$ cat config.mk
export PLATFORM = sky130hd
export DESIGN_NAME = cim_queue
export DESIGN_NICKNAME = d
export VERILOG_FILES = /design/src/hw/rtl/cim_pkg.sv /design/src/hw/rtl/cim_queue.sv
export SDC_FILE = /design/constraint.sdc
export NUM_CORES = 1
export LEC_CHECK = 0
export BUFFER_PORTS_ARGS = -buffer_cell sky130_fd_sc_hd__buf_4
export CAP_MARGIN = 20
export CELL_PAD_IN_SITES_DETAIL_PLACEMENT = 1
export CELL_PAD_IN_SITES_GLOBAL_PLACEMENT = 2
export CORE_ASPECT_RATIO = 0.7
export CORE_UTILIZATION = 40
export DETAILED_ROUTE_END_ITERATION = 10
export GPL_TIMING_DRIVEN = 0
export PLACE_DENSITY = 0.92
export SYNTH_ARGS = -nofsm -noshare
export SYNTH_HDL_FRONTEND = slang
export SYNTH_SLANG_ARGS = --single-unit
$ cat constraint.sdc
create_clock -name clk -period 13.98 [get_ports clk]
set_clock_uncertainty 0.15 [all_clocks]
set_input_delay 2.097 -clock clk [delete_from_list [all_inputs] [get_ports clk]]
set_output_delay 2.097 -clock clk [all_outputs]
set_load 0.005 [all_outputs]
$ cat src/hw/rtl/cim_pkg.sv
// Package: shared constants, types and codes for the callback integrity monitor.
`timescale 1ns / 1ps
package cim_pkg;
    localparam int TABLE_ENTRIES = 64;
    localparam int STACK_DEPTH   = 256;
    localparam int TIDX_W = $clog2(TABLE_ENTRIES);
    localparam int TCNT_W = $clog2(TABLE_ENTRIES + 1);
    localparam int SIDX_W = $clog2(STACK_DEPTH);
    localparam int SPTR_W = $clog2(STACK_DEPTH + 1);

    localparam logic [1:0] REG_CHECK_ENABLE  = 2'd0;
    localparam logic [1:0] REG_STRICT_MODE   = 2'd1;
    localparam logic [1:0] REG_SHADOW_ENABLE = 2'd2;

    localparam logic CMD_CALL = 1'b0;
    localparam logic CMD_RET  = 1'b1;

    localparam logic [3:0] ST_ALLOWED      = 4'd0;
    localparam logic [3:0] ST_REGISTERED   = 4'd1;
    localparam logic [3:0] ST_MISMATCH_OK  = 4'd2;
    localparam logic [3:0] ST_MISMATCH_HLT = 4'd3;
    localparam logic [3:0] ST_NULL_PASS    = 4'd4;
    localparam logic [3:0] ST_RET_OK       = 4'd5;
    localparam logic [3:0] ST_RET_MISMATCH = 4'd6;
    localparam logic [3:0] ST_RET_HALTED   = 4'd7;
    localparam logic [3:0] ST_IGNORED      = 4'd8;
    localparam logic [3:0] ST_TABLE_FULL   = 4'd9;

    // transaction handed from the front end to the back end
    typedef struct packed {
        logic        cmd;
        logic [63:0] ret_addr;
        logic [63:0] obj_addr;
        logic [63:0] obj_hash;
    } item_t;

    typedef struct packed {
        logic [3:0]        status;
        logic              stack_overflow;
        logic [7:0]        entry_violations;
        logic [15:0]       total_violations;
        logic [SPTR_W-1:0] stack_level;
    } result_t;
endpackage

$ cat src/hw/rtl/cim_queue.sv
// Two-entry transaction queue between the front end and the back end.
`timescale 1ns / 1ps
module cim_queue
(
    input  logic           clk,
    input  logic           rst_n,
    input  logic           in_valid,
    output logic           in_stall,
    input  cim_pkg::item_t in_item,
    output logic           out_valid,
    input  logic           out_take,
    output cim_pkg::item_t out_item
);
    import cim_pkg::*;

    item_t      mem_reg [2];
    logic       wptr_reg;
    logic       rptr_reg;
    logic [1:0] count_reg;
    logic       push;
    logic       pop;

    assign in_stall  = (count_reg == 2'd2);
    assign out_valid = (count_reg != 2'd0);
    assign out_item  = mem_reg[rptr_reg];
    assign push      = in_valid && !in_stall;
    assign pop       = out_valid && out_take;

    always_ff @(posedge clk)
    begin
        if (push)
        begin
            mem_reg[wptr_reg] <= in_item;
        end
    end

    always_ff @(posedge clk or negedge rst_n)
    begin
        if (!rst_n)
        begin
            wptr_reg  <= 1'b0;
            rptr_reg  <= 1'b0;
            count_reg <= 2'd0;
        end
        else
        begin
            if (push)
            begin
                wptr_reg <= ~wptr_reg;
            end
            if (pop)
            begin
                rptr_reg <= ~rptr_reg;
            end
            count_reg <= count_reg + {1'b0, push} - {1'b0, pop};
        end
    end

    assert property (@(posedge clk) disable iff (!rst_n) count_reg <= 2'd2)
        else $error("queue count out of range");
    assert property (@(posedge clk) disable iff (!rst_n)
        (count_reg == 2'd0) |-> !out_valid)
        else $error("empty queue shows valid");
    assert property (@(posedge clk) disable iff (!rst_n)
        (push && !pop) |=> (count_reg == $past(count_reg) + 2'd1))
        else $error("queue push lost");
endmodule

==> out/metrics.csv <==
metric;value;unit
status;finished clean;
drc_errors;0;
io_pins;392;
wl_per_cell;22.60;um
vias_per_cell;4.778;
ir_drop;0.1276;mV
die_w;231.9;um
clockRootBuffer;clkbuf_16;
cts_sinks;390;
required;11730;ps
hold_path_class;flip-flop to flip-flop;
antenna_found_initial;1;
port_buffers;391;
clock_path_buffers;3;
synth_cell_types;17;
power.total;4.158;mW
max_freq;0.2404;GHz
power_leakage;7.862;nW
whs;388.7;ps
fp.dieArea;37780;sq um
first_iter_violations;308;
die_y;162.9;um
cts_tree;done;
cts_resized;0;
largest_reg_flops;386;
worst-slew-pin-transition;527.2;ps
grt_setup_unrepaired;no;
cap_violations;0;
postRouteAntennaNets;0;
cp_data_arrival_time;1910;ps
rows;58;
grt_max_degree;66;
clk_latency;540;ps
via_count;7506;
overflow;0;
initial_core_util;40.95;%
synth_cells;619;
critPathMaxFanout;10;
maxSlewViolCount;0;
drive_gt1_share;62.11;%
synth_warnings;0;
syn_to_final_growth;34.22;%
synth_nets;818;
synth.cell_area;14800;sq um
finalSetupViolations;0;
powerDensity;209.3;nW/um^2
synth_seq_cells;390;
ys_seq_area_share;79.01;%
timing_worst_setup_path_type;flip-flop to output pin;
hpwlAfterDp;25.17;mm
totalWireLength;35.51;mm
fin_crit;4160;ps
syn_avg_cell_area;23.91;sq um
numCtsBuffers;40;
grt.total_usage;18.27;%
fin_nets;1262;
grt_pass1_vias;8257;
layout_setup_ws;9820;ps
crit_path_start_kind;flip-flop;
crit_path_end_kind;output pin;
grt_pass1_wl;50.97;mm
gp_congestion;0.7769;
dpl_worst_slack;10020;ps
slew_headroom;64.77;%
period_share;29.75;%
clkTransAtPathRegs;60;ps
dr.pass1.iters;4;
htree_levels;2;
postCtsSetupBuffers;0;
finalHoldViolCount;0;
hold_buffers;0;
coreArea;36140;sq um
[final timing paths]
kind / from / endpoint / slack, ps / cells past startpoint
hold / removal: count_reg[0] / count_reg[0] / 390 / 1
hold reg to reg: count_reg[0] / count_reg[0] / 390 / 1
min in group asynchronous: rst_n / wptr_reg / 1200 / 1
setup / recovery: rptr_reg / out_item[63] / 9820 / 5
max in group asynchronous: rst_n / count_reg[0] / 12370 / 1
setup reg to reg: count_reg[1] / mem_reg[0][129] / 11680 / 6
[kinds of logic (layout without fill, tap and decap cells)]
logic type | count (synthesis) | in the layout | share of synthesized area [%]
multiplexers | 193 | 193 | 18.75
XOR/XNOR | 4 | 4 | 0.2368
flip-flops | 390 | 390 | 79.01
other | 0 | 1 | 0
adder cells (fa/ha/maj) | 2 | 2 | 0.1691
buffers and inverters | 24 | 495 | 1.623
AND/OR/NAND/NOR | 6 | 6 | 0.2199
[metal layers]
layer  GRT usage (%)  wire [um]  part of all wire (%)
met3           6.232       2930                   8.3
met2           33.03      18600                    52
met1           20.45      13220                    37
met4           4.964        758                   2.1
met5               0          0                     0
[metrics by stage]
| step | utilization, % | instances | TNS [ps] | instance area, sq um |
|---|---|---|---|---|
| 3_3_place_gp | 50.73 | 1490 | -384180 | 18330 |
| 5_1_grt | 54.96 | 1571 | 0 | 19860 |
| 4_1_cts | 54.95 | 1570 | 0 | 19860 |
| 6_report | 54.96 | 1571 | 0 | 19860 |
| 2_1_floorplan | - | 619 | 0 | 14800 |
| 3_5_place_dp | 51.50 | 1501 | 0 | 18610 |
[cells in the final DEF, fill, tap and decap left out]
master,n
buf_4,391
edfxtp_1,386
mux2_4,160
clkbuf_16,41
mux2_2,33
buf_6,18
clkinv_2,7
clkinv_1,6
clkbuf_1,6
buf_16,6
buf_12,5
dfrtp_1,4
buf_2,3
xnor2_1,3
clkinv_4,3
bufinv_16,3
inv_1,2
ha_1,2
inv_6,2
diode_2,1
or2_2,1
and2_1,1
buf_8,1
nand2b_1,1
nand2_1,1
and3_4,1
nor2_4,1
xor2_1,1
clkinvlp_4,1
[layout make-up]
type                       instances  area (sq um)
buffer                            22         232.7
tap                              480         600.6
timing repair buffer             402          3201
clock inverter                    22         198.9
antenna                            1         2.502
sequential                       390         11690
multi-input combinational        205          2879
fill                            3245         16280
clock buffer                      47          1049
inverter                           2         7.507
[Yosys cell counts]
master,n,share of area [%]
edfxtp_1,386,78
mux2_4,160,16
mux2_2,33,2.5
buf_6,18,1.4
dfrtp_1,4,0.68
buf_2,3,0.10
xnor2_1,3,0.18
ha_1,2,0.17
inv_1,2,0.051
and2_1,1,0.042
and3_1,1,0.042
buf_8,1,0.10
nand2_1,1,0.025
nand2b_1,1,0.042
nor2_1,1,0.025
or2_2,1,0.042
xor2_1,1,0.059
[critical path: stages (launching register included)]
cell	delay (ps)
dfrtp_1	340
buf_6	120
buf_8	200
buf_6	220
mux2_4	320
buf_4	150
[report_power, final]
group | switching (mW) | leakage [nW] | internal [mW]
sequential | 0.0691 | 3.63 | 1.60
clock | 0.432 | 0.613 | 0.592
combinational | 0.637 | 3.62 | 0.831
total | 1.14 | 7.86 | 3.02
Power figures use the tool's default switching activity.
